`config.mk`:
```
export PLATFORM = sky130hd
export DESIGN_NAME = mabr_ctrl
export DESIGN_NICKNAME = d
export VERILOG_FILES = /design/src/hdl/mabr_pkg.sv /design/src/hdl/mabr_ctrl.sv
export SDC_FILE = /design/constraint.sdc
export NUM_CORES = 1
export LEC_CHECK = 0
export ABC_CLOCK_PERIOD_IN_PS = 5830
export BUFFER_PORTS_ARGS = -buffer_cell sky130_fd_sc_hd__clkbuf_2
export CAP_MARGIN = 40
export CELL_PAD_IN_SITES_DETAIL_PLACEMENT = 1
export CELL_PAD_IN_SITES_GLOBAL_PLACEMENT = 2
export CORE_ASPECT_RATIO = 0.75
export CORE_MARGIN = 5
export CORE_UTILIZATION = 39
export CTS_CLUSTER_SIZE = 20
export DETAILED_ROUTE_END_ITERATION = 16
export GPL_TIMING_DRIVEN = 0
export HOLD_SLACK_MARGIN = 0.06
export PLACE_DENSITY = 0.91
export SLEW_MARGIN = 10
export SYNTH_ARGS = -nofsm -noshare
export SYNTH_HDL_FRONTEND = slang
export SYNTH_SLANG_ARGS = --single-unit
```
`constraint.sdc`:
```
create_clock -name i_clk -period 5.83 [get_ports i_clk]
set_input_delay 0.8745 -clock i_clk [delete_from_list [all_inputs] [get_ports i_clk]]
set_output_delay 0.8745 -clock i_clk [all_outputs]
set_load 0.005 [all_outputs]
```
`src/hdl/mabr_pkg.sv`:
```
// Package for the minimum-area bounding rectangle block: widths, payload types,
// controller states and the command/status structs between controller and datapath.
// No dependencies.
`default_nettype none

package mabr_pkg;

    localparam int MAX_POINTS = 1024;
    localparam int CW         = 24;                      // coordinate width
    localparam int AW         = $clog2(MAX_POINTS + 1);  // store address width
    localparam int IW         = $clog2(MAX_POINTS + 2);  // index width, holds count + 1
    localparam int DW         = CW + 1;                  // coordinate difference
    localparam int PW         = 2 * DW;                  // product of differences
    localparam int SW         = PW + 1;                  // sum of two products
    localparam int HW         = (SW + 1) / 2;            // half operand of wide multiply
    localparam int NW         = 4 * HW;                  // wide product / numerator
    localparam int RW         = SW + 9;                  // divider remainder
    localparam int AREA_W     = 48;
    localparam int HULL_W     = 11;
    localparam int STEP_W     = $clog2(NW + 1);

    localparam logic [IW-1:0]     MAX_IDX  = IW'(MAX_POINTS);
    localparam logic [AREA_W-1:0] AREA_MAX = '1;

    typedef struct packed {
        logic signed [CW-1:0] point_x;
        logic signed [CW-1:0] point_y;
        logic                 last_point;
    } t_in_item;

    typedef struct packed {
        logic [AREA_W-1:0] min_area;
        logic [HULL_W-1:0] hull_count;
    } t_out_item;

    typedef enum logic [1:0] {
        WS_IN,
        WS_K,
        WS_C
    } t_wsel;

    typedef enum logic [5:0] {
        ST_LOAD,
        ST_FIND_RD, ST_FIND_LD, ST_FIND_WR,
        ST_SW_RD, ST_SW_LD, ST_SW_W1, ST_SW_W2,
        ST_C_RD, ST_C_LD,
        ST_SC_RD, ST_SC_LD, ST_SC_DIF, ST_SC_MUL, ST_SC_SUM, ST_SC_DEC,
        ST_NEXT,
        ST_CL_RD, ST_CL_LD, ST_CL_WR,
        ST_E_RD0, ST_E_LD0, ST_E_RD1, ST_E_LD1, ST_E_DIF, ST_E_MUL, ST_E_SUM, ST_E_CHK,
        ST_J_RD, ST_J_LD, ST_J_DIF, ST_J_MUL, ST_J_SUM, ST_J_UPD,
        ST_WMUL, ST_DIV, ST_BEST,
        ST_DONE
    } t_state;

    typedef struct packed {
        logic              mem_we;
        t_wsel             mem_wsel;
        logic [AW-1:0]     mem_waddr;
        logic [AW-1:0]     mem_raddr;
        logic              o_ld_rd;
        logic              o_ld_c;
        logic              c_ld_rd;
        logic              c_ld_k;
        logic              k_ld_rd;
        logic              a_ld;
        logic              b_ld;
        logic              ext_clr;
        logic              ext_upd;
        logic              qlen_ld;
        logic              wm_clr;
        logic              wm_en;
        logic [1:0]        wm_sel;
        logic              wm_acc;
        logic              div_init;
        logic              div_step;
        logic              best_clr;
        logic              best_upd;
        logic              out_ld;
        logic [HULL_W-1:0] hull_cnt;
    } t_dp_cmd;

    typedef struct packed {
        logic lower;
        logic take;
        logic len_zero;
        logic out_busy;
    } t_dp_sts;

endpackage

`default_nettype wire

```
`src/hdl/mabr_ctrl.sv`:
```
// Controller state machine: load, start search, gift-wrapping hull walk, per-edge
// rectangle measurement, wide multiply and division sequencing, result hand-off.
// Depends on mabr_pkg.
`default_nettype none

module mabr_ctrl
    import mabr_pkg::*;
(
    input  wire logic    i_clk,
    input  wire logic    i_rst_n,
    input  wire logic    i_in_valid,
    input  wire logic    i_in_last,
    output logic         o_in_stall,
    output t_dp_cmd      o_cmd,
    input  wire t_dp_sts i_sts
);

    t_state r_state, n_state;
    logic [IW-1:0]     r_cnt, n_cnt, r_n, n_n, r_i, n_i, r_j, n_j;
    logic [IW-1:0]     r_m, n_m, r_cand, n_cand, r_start, n_start, r_hull, n_hull;
    logic [STEP_W-1:0] r_step, n_step;
    logic [IW-1:0]     i1, j1, m1, m2, cnt_new;
    logic              room;

    assign i1      = r_i + IW'(1);
    assign j1      = r_j + IW'(1);
    assign m1      = r_m + IW'(1);
    assign m2      = r_m + IW'(2);
    assign room    = (r_cnt < MAX_IDX);
    assign cnt_new = room ? (r_cnt + IW'(1)) : r_cnt;

    always_ff @(posedge i_clk) begin
        if (!i_rst_n) begin
            r_state <= ST_LOAD;
            r_cnt   <= '0;
            r_n     <= '0;
            r_i     <= '0;
            r_j     <= '0;
            r_m     <= '0;
            r_cand  <= '0;
            r_start <= '0;
            r_hull  <= '0;
            r_step  <= '0;
        end else begin
            r_state <= n_state;
            r_cnt   <= n_cnt;
            r_n     <= n_n;
            r_i     <= n_i;
            r_j     <= n_j;
            r_m     <= n_m;
            r_cand  <= n_cand;
            r_start <= n_start;
            r_hull  <= n_hull;
            r_step  <= n_step;
        end
    end

    // next state and counters
    always_comb begin
        n_state = r_state;
        n_cnt   = r_cnt;
        n_n     = r_n;
        n_i     = r_i;
        n_j     = r_j;
        n_m     = r_m;
        n_cand  = r_cand;
        n_start = r_start;
        n_hull  = r_hull;
        n_step  = r_step;
        unique case (r_state)
            ST_LOAD: begin
                if (i_in_valid) begin
                    n_cnt = cnt_new;
                    if (i_in_last) begin
                        if (cnt_new <= IW'(2)) begin
                            n_hull  = '0;
                            n_state = ST_DONE;
                        end else begin
                            n_n     = cnt_new;
                            n_i     = '0;
                            n_state = ST_FIND_RD;
                        end
                    end
                end
            end
            ST_FIND_RD: n_state = ST_FIND_LD;
            ST_FIND_LD: begin
                if ((r_i == '0) || i_sts.lower) n_start = r_i;
                n_i     = i1;
                n_state = (i1 < r_n) ? ST_FIND_RD : ST_FIND_WR;
            end
            ST_FIND_WR: begin
                n_m     = '0;
                n_state = ST_SW_RD;
            end
            ST_SW_RD: n_state = ST_SW_LD;
            ST_SW_LD: n_state = ST_SW_W1;
            ST_SW_W1: n_state = ST_SW_W2;
            ST_SW_W2: n_state = ST_C_RD;
            ST_C_RD:  n_state = ST_C_LD;
            ST_C_LD: begin
                n_cand  = m1;
                n_i     = m2;
                n_state = (m2 <= r_n) ? ST_SC_RD : ST_NEXT;
            end
            ST_SC_RD:  n_state = ST_SC_LD;
            ST_SC_LD:  n_state = ST_SC_DIF;
            ST_SC_DIF: n_state = ST_SC_MUL;
            ST_SC_MUL: n_state = ST_SC_SUM;
            ST_SC_SUM: n_state = ST_SC_DEC;
            ST_SC_DEC: begin
                if (i_sts.take) n_cand = r_i;
                n_i     = i1;
                n_state = (i1 <= r_n) ? ST_SC_RD : ST_NEXT;
            end
            ST_NEXT: begin
                if (r_cand == r_n) begin
                    n_hull  = m1;
                    n_state = ST_CL_RD;
                end else begin
                    n_start = r_cand;
                    if (m1 < r_n) begin
                        n_m     = m1;
                        n_state = ST_SW_RD;
                    end else begin
                        n_hull  = r_n;
                        n_state = ST_CL_RD;
                    end
                end
            end
            ST_CL_RD: n_state = ST_CL_LD;
            ST_CL_LD: n_state = ST_CL_WR;
            ST_CL_WR: begin
                n_i     = '0;
                n_state = ST_E_RD0;
            end
            ST_E_RD0: n_state = ST_E_LD0;
            ST_E_LD0: n_state = ST_E_RD1;
            ST_E_RD1: n_state = ST_E_LD1;
            ST_E_LD1: n_state = ST_E_DIF;
            ST_E_DIF: n_state = ST_E_MUL;
            ST_E_MUL: n_state = ST_E_SUM;
            ST_E_SUM: n_state = ST_E_CHK;
            ST_E_CHK: begin
                if (i_sts.len_zero) begin
                    n_i     = i1;
                    n_state = (i1 < r_hull) ? ST_E_RD0 : ST_DONE;
                end else begin
                    n_j     = '0;
                    n_state = ST_J_RD;
                end
            end
            ST_J_RD:  n_state = ST_J_LD;
            ST_J_LD:  n_state = ST_J_DIF;
            ST_J_DIF: n_state = ST_J_MUL;
            ST_J_MUL: n_state = ST_J_SUM;
            ST_J_SUM: n_state = ST_J_UPD;
            ST_J_UPD: begin
                n_j = j1;
                if (j1 < r_hull) begin
                    n_state = ST_J_RD;
                end else begin
                    n_step  = '0;
                    n_state = ST_WMUL;
                end
            end
            ST_WMUL: begin
                if (r_step == STEP_W'(5)) begin
                    n_step  = '0;
                    n_state = ST_DIV;
                end else begin
                    n_step = r_step + STEP_W'(1);
                end
            end
            ST_DIV: begin
                n_step = r_step + STEP_W'(1);
                if (r_step == STEP_W'(NW - 1)) n_state = ST_BEST;
            end
            ST_BEST: begin
                n_i     = i1;
                n_state = (i1 < r_hull) ? ST_E_RD0 : ST_DONE;
            end
            ST_DONE: begin
                if (!i_sts.out_busy) begin
                    n_cnt   = '0;
                    n_state = ST_LOAD;
                end
            end
            default: n_state = ST_LOAD;
        endcase
    end

    // commands
    always_comb begin
        o_cmd          = '0;
        o_cmd.mem_wsel = WS_IN;
        o_cmd.hull_cnt = HULL_W'(r_hull);
        o_in_stall     = (r_state != ST_LOAD);
        unique case (r_state)
            ST_LOAD: begin
                o_cmd.mem_we    = i_in_valid && room;
                o_cmd.mem_waddr = r_cnt[AW-1:0];
                o_cmd.best_clr  = i_in_valid && i_in_last;
            end
            ST_FIND_RD: o_cmd.mem_raddr = r_i[AW-1:0];
            ST_FIND_LD: o_cmd.c_ld_rd = (r_i == '0) || i_sts.lower;
            ST_FIND_WR: begin
                o_cmd.mem_we    = 1'b1;
                o_cmd.mem_wsel  = WS_C;
                o_cmd.mem_waddr = r_n[AW-1:0];
            end
            ST_SW_RD: o_cmd.mem_raddr = r_m[AW-1:0];
            ST_SW_LD: o_cmd.k_ld_rd = 1'b1;
            ST_SW_W1: begin
                o_cmd.mem_we    = 1'b1;
                o_cmd.mem_wsel  = WS_K;
                o_cmd.mem_waddr = r_start[AW-1:0];
            end
            ST_SW_W2: begin
                o_cmd.mem_we    = 1'b1;
                o_cmd.mem_wsel  = WS_C;
                o_cmd.mem_waddr = r_m[AW-1:0];
                o_cmd.o_ld_c    = 1'b1;
            end
            ST_C_RD:   o_cmd.mem_raddr = m1[AW-1:0];
            ST_C_LD:   o_cmd.c_ld_rd = 1'b1;
            ST_SC_RD:  o_cmd.mem_raddr = r_i[AW-1:0];
            ST_SC_LD:  o_cmd.k_ld_rd = 1'b1;
            ST_SC_DIF: begin
                o_cmd.a_ld = 1'b1;
                o_cmd.b_ld = 1'b1;
            end
            ST_SC_DEC: o_cmd.c_ld_k = i_sts.take;
            ST_CL_RD:  o_cmd.mem_raddr = '0;
            ST_CL_LD:  o_cmd.k_ld_rd = 1'b1;
            ST_CL_WR: begin
                o_cmd.mem_we    = 1'b1;
                o_cmd.mem_wsel  = WS_K;
                o_cmd.mem_waddr = r_hull[AW-1:0];
            end
            ST_E_RD0: o_cmd.mem_raddr = r_i[AW-1:0];
            ST_E_LD0: o_cmd.o_ld_rd = 1'b1;
            ST_E_RD1: o_cmd.mem_raddr = i1[AW-1:0];
            ST_E_LD1: o_cmd.c_ld_rd = 1'b1;
            ST_E_DIF: o_cmd.a_ld = 1'b1;
            ST_E_CHK: begin
                o_cmd.qlen_ld = !i_sts.len_zero;
                o_cmd.ext_clr = !i_sts.len_zero;
                o_cmd.wm_clr  = !i_sts.len_zero;
            end
            ST_J_RD:  o_cmd.mem_raddr = r_j[AW-1:0];
            ST_J_LD:  o_cmd.k_ld_rd = 1'b1;
            ST_J_DIF: o_cmd.b_ld = 1'b1;
            ST_J_UPD: o_cmd.ext_upd = 1'b1;
            ST_WMUL: begin
                // step 0 lets the span register settle; steps 1-4 issue partial
                // products, steps 2-5 add them in
                o_cmd.wm_en    = (r_step >= STEP_W'(1)) && (r_step <= STEP_W'(4));
                o_cmd.wm_sel   = 2'(r_step - STEP_W'(1));
                o_cmd.wm_acc   = (r_step >= STEP_W'(2));
                o_cmd.div_init = (r_step == STEP_W'(5));
            end
            ST_DIV:  o_cmd.div_step = 1'b1;
            ST_BEST: o_cmd.best_upd = 1'b1;
            ST_DONE: o_cmd.out_ld = !i_sts.out_busy;
            default: o_cmd.mem_we = 1'b0;
        endcase
    end

endmodule

`default_nettype wire
```
Word level (Yosys, flattened, before mapping)
Index checks and enable logic that the tools add are counted.
{"block": "word_totals", "ff_bits": 101, "input_bits": 8, "out_inout_bits": 57, "elab_cells": 182}
{"block": "op_classes", "n_addsub": 7, "magnitude_cmp": 11, "n_eq_ne": 55, "mux": 62, "bitwise": 1, "reduce_logical": 36}
{"operator": "case mux 6 bit (38 select lines)", "n": 1}
{"operator": "2-to-1 mux 11 bit", "n": 18}
{"operator": "case mux 11 bit (5 select lines)", "n": 3}
{"operator": "case mux 11 bit (2 select lines)", "n": 6}
{"operator": "equality test 6 x 5 -> 1 bit (second input constant)", "n": 16}
{"operator": "2-to-1 mux 6 bit", "n": 9}
{"operator": "equality test 6 x 4 -> 1 bit (second input constant)", "n": 8}
{"operator": "adder 11 x 1 -> 11 bit (second input constant)", "n": 4}
{"operator": "less-than comparator 11 bit", "n": 4}
{"operator": "equality test 6 bit (second input constant)", "n": 6}
{"operator": "!= test 2 bit (second input constant)", "n": 14}
{"operator": "2-to-1 mux 5 bit", "n": 5}
{"operator": "equality test 6 x 3 -> 1 bit (second input constant)", "n": 4}
{"operator": "<= comparator 11 bit", "n": 2}
{"operator": "case mux 7 bit (3 select lines)", "n": 1}
{"operator": "AND reduction 5 bit", "n": 3}
{"operator": "2-to-1 mux 7 bit", "n": 2}
{"operator": "equality test 6 x 2 -> 1 bit (second input constant)", "n": 2}
{"operator": "2-to-1 mux 1 bit", "n": 12}
{"operator": "nonzero test 2 bit", "n": 6}
{"operator": "adder 11 x 2 -> 11 bit (second input constant)", "n": 1}
{"operator": "equality test 11 bit", "n": 1}
{"operator": "<= comparator 11 x 2 -> 1 bit (second input constant)", "n": 1}
{"operator": "logical NOT 11 bit", "n": 1}
{"operator": "27 further kinds", "n": 42}

Longest topological paths before layout
{"block": "logic_depth", "depth_word": 7, "depth_mapped": 15}

Worst setup path before layout
No wires, ideal clock.
{"block": "synth_path", "path_type": "reg-to-reg", "from": "reg r_m[1]", "to": "reg r_m[2]", "setup_time_ns": 0.070, "t_arrival_ns": 3.155, "setup_slack_ns": 2.605, "stages_incl_launch_ff": 14, "path_buffers": 2, "cell_sequence": "dfxtp_1 ha_1 buf_1 nand3_1 xor2_1 inv_1 ha_1 a21o_1 a211oi_1 a211oi_1 or4_1 buf_2 or3b_1 a21boi_1"}
{"block": "synth_between", "elab_chain_len": 4, "elab_cells_between_ends": 7}
{"item": "from (decl)", "line": "mabr_ctrl.sv:20", "rtl": "logic [IW-1:0] r_m, n_m, r_cand, n_cand, r_start, n_start, r_hull, n_hull;"}
{"item": "from (signal assigned)", "line": "mabr_ctrl.sv:50", "rtl": "r_m <= n_m;"}
{"item": "adder 11 x 1 -> 11 bit *", "line": "mabr_ctrl.sv:27", "rtl": "assign m1 = r_m + IW'(1);"}
{"item": "less-than comparator 11 bit / 2-to-1 mux 11 bit (equally long branches)", "line": "mabr_ctrl.sv:122", "rtl": "if (m1 < r_n) begin"}
{"item": "!= test 2 bit (no source line) / 2-to-1 mux 11 bit (equally long branches)"}
{"item": "AND reduction 3 bit (no source line) / case mux 11 bit (2 select lines) (equally long branches)"}
Every way passes the cells marked *; elsewhere a longest branch is shown, timed or not. The select of a mux whose other input is x is not followed.
A chain may end at the register's enable or synchronous reset.

Worst setup path in the final report
{"block": "layout_path", "from": "reg r_m[1]", "to": "reg r_hull[8]"}
{"block": "layout_between", "elab_chain_len": 4, "elab_cells_between_ends": 6}
{"item": "adder 11 x 1 -> 11 bit *", "line": "mabr_ctrl.sv:27"}
{"item": "less-than comparator 11 bit", "line": "mabr_ctrl.sv:122"}
{"item": "!= test 3 bit (no source line)"}
{"item": "AND reduction 5 bit (no source line)"}
{"item": "to (signal assigned)", "line": "mabr_ctrl.sv:53", "rtl": "r_hull <= n_hull;"}
{"item": "to (decl)", "line": "mabr_ctrl.sv:20"}
Every way passes the cells marked *; elsewhere a longest branch is shown, timed or not.

==> reports/summary.txt <==
Status -> complete, no violations
Drt drc -> 0
Period utilization -> 77.8%
Maxcap violations -> 0
Primary FF master, synth -> dfxtp_1
Minimum clock period -> 4.54 ns
Synth cell types -> 74
Max FO, Critical Path -> 10
Core area -> 0.0210 mm²
Antenna Nets Post-Route -> 0
Worst setup path endpoint -> r_hull[8]
Worst-Skew Late Latency -> 0.37 ns
CP arrival -> 4.80 ns
Port Buffers -> 64
Synth Warn # -> 0
Wirelength per Cell -> 23.9 µm
Critical path data required time -> 6.10 ns
Final setup viols -> 0
Slew headroom -> 41.0%
Total GRT Usage -> 28.9%
Share of post-route cells with drive strength above 1 -> 9.33%
Mean number of vias per cell -> 6.08
Drt first pass iters -> 5
Post-route insts no fill -> 1467
Hold crit path type -> reg -> reg
Cell area after synthesis -> 0.00828 mm²
Synth Area per Inst -> 7.55 µm²
Critical path type -> reg -> reg
CTS tree -> done
Cells after Synth -> 1097
FF+latch count, synth -> 101
Peak VDD IR -> 0.142 mV
Crit. End Element -> register
Overall die area -> 0.0243 mm²
Final hold violations -> 0
Crit Reg-Reg Startpoint -> r_m[1]
Clk slew on worst S/H paths -> 0.09 ns
Nets -> 1244
R2R Setup Slk -> 1.29 ns
Worst path cell trace -> ha_1, buf_1, and3_1, nand3_1, xnor2_1, ha_1, a21oi_1, o21ai_0, o31a_1, a21oi_1, clkbuf_1, nand3_1, o31ai_1
Peak Freq -> 220 MHz
Dominant cells by area after synthesis -> dfxtp_1 (24%), ha_1 (9.4%), nand2_1 (5.1%), o21ai_0 (3.9%), nor2_1 (3.8%)
RSZ-0062 raised after global routing -> false
H-tree depth -> 3
PD cells -> 281 mW/mm²
Hold_buf cts -> 0
PostCTS Resize Cnt -> 0
Hpwl dp -> 27.6 mm
Worst clock skew -> 0.0163 ns
Total Wirelength -> 35.0 mm
Layout area overhead -> 12.0%
# IOs -> 65
RePlAce Congestion -> 0.997
CP peak stage delay -> 0.75 ns
Vias in the first global route -> 8698
Max Root-Sink Buffers -> 2
First-pass GRT wire length -> 53.2 mm
Setup repair bufs after CTS -> 0
Yosys top cell by area -> dfxtp_1
Largest net degree at the start of global routing -> 18
Row count -> 46
Starting DRT DRC Count -> 964
Die X -> 178 µm
Crit Reg-Reg Endpoint -> r_hull[8]
Number of flops mapped to enable cells by yosys -> 0
Slew @ Worst Pin -> 0.863 ns
Initial core utilization -> 39.4%
Die Height -> 136 µm
Crit path launch type -> register
Highest-delay cell along the critical path -> xnor2_1
R2R cell count -> 13
Clk sinks -> 101
Syn Nets -> 1167
Routed via count -> 8917
CTS Buf Count -> 9
Initial antenna violation count -> 2
Pleak -> 4.06 nW
ANT cells -> 0
Fin. max-slew vios -> 0
Yosys top cell area share -> 24.4%
Critical Path Source -> r_m[1]
Fillers -> 2658
Root Driver -> clkbuf_16
GRT Residual Overflow -> 0
Most frequent cell after synthesis -> nand2_1
Asr flop ratio synth -> 0%
Final setup TNS -> 0 ns
Post-synth top cells -> nand2_1 (113), dfxtp_1 (101), nor2_1 (84)
Placed cell count -> 1451
Register area share after synthesis -> 24.4%
layer usage:
layer / part of all wire [%] / vias up / GRT usage (%)
li1: - / 4114 / -
met1: 46 / 4362 / 40.7
met2: 43 / 378 / 44.1
met3: 8.2 / 61 / 6.62
met4: 2.6 / 2 / 8.27
met5: 0.057 / - / 0
worst max-delay path, delay by kind of cell, from the launching register on:
kind,cells,cell delay [ns]
AO/OA/AOI/OAI,5,1.15
buffers and inverters,2,0.75
XOR/XNOR,1,0.75
AND/OR/NAND/NOR,3,0.62
adder cells (fa/ha/maj),2,0.60
flip-flops,1,0.55
registers in the layout, indices dropped and copies added (netlist names), 11 cells and up:
signal	count
r_start	11
r_j	11
r_hull	11
r_cnt	11
r_n	11
r_m	11
r_cand	11
r_i	11
how the worst min path moves through the flow:
stage          startpoint    endpoint  slack [ns]  cells after the start
6_report       r_start[0]  r_start[0]        0.52                      1
5_1_grt        r_start[4]  r_start[4]        0.53                      1
4_1_cts        r_start[2]  r_start[2]        0.51                      1
3_5_place_dp   r_start[2]  r_start[2]        0.49                      1
3_3_place_gp   r_start[9]  r_start[9]        0.49                      1
2_1_floorplan  r_start[0]  r_start[0]        0.47                      1
cells by family (layout without fill, tap and decap cells):
kind of cell / count (synthesis) / in the layout / share of synthesized area [%]
AOI/OAI and AO/OA: 279 / 279 / 23.7
xor gates and xnor gates: 64 / 64 / 6.77
and+or+nand+nor: 424 / 424 / 25.7
adders and majority gates: 62 / 62 / 9.37
muxes: 27 / 27 / 3.28
buffers and inverters: 140 / 222 / 6.80
DFF: 101 / 101 / 24.4
cell usage in the layout (no fill, tap or decap), types with 5 or more instances in the layout:
master	count
nand2_1	113
dfxtp_1	101
nor2_1	84
clkbuf_1	64
o21ai_0	64
clkbuf_2	64
ha_1	62
nand3_1	55
inv_1	51
a21oi_1	49
nor2b_1	39
xnor2_1	33
xor2_1	31
mux2i_1	26
nand4_1	25
o211a_1	24
nor3_1	23
a22oi_1	23
and2_1	20
a222oi_1	19
and3_1	17
nand2b_1	13
buf_2	13
o31ai_1	13
a211oi_1	12
a31oi_1	11
buf_1	10
o211ai_1	10
clkbuf_16	9
or3_1	7
o221ai_1	6
a21boi_0	6
nand3b_1	5
a21o_1	5
area by class of cell:
cell class,count,area [µm²],share of cell area (%)
Clock buffer,11,243,2.62
Tap cell,288,360,3.89
Timing Repair Buffer,66,329,3.55
Sequential cell,101,2020,21.8
Multi-Input combinational cell,856,5690,61.4
Clock inverter,5,63.8,0.688
Inverter,52,195,2.10
Buffer,88,368,3.97
power by group:
| group | leakage (nW) | switching (mW) | total, mW | internal, mW |
|---|---|---|---|---|
| combinational | 3.09 | 0.778 | 1.15 | 0.375 |
| clock | 0.152 | 0.315 | 0.667 | 0.352 |
| sequential | 0.816 | 0.0459 | 0.786 | 0.740 |
stage by stage:
stage	total power, mW	hold WS, ns	worst slack, ns	utilization [%]	area (µm²)
floorplan	1.54	0.473	2.61	-	8280
global placement	1.90	0.486	1.46	42.6	8960
detailed placement	1.92	0.493	1.51	42.7	8970
CTS	2.58	0.510	1.45	44.1	9270
global route	2.74	0.526	1.15	44.1	9270
finish	2.61	0.519	1.29	44.1	9270
Power figures use the tool's default switching activity.
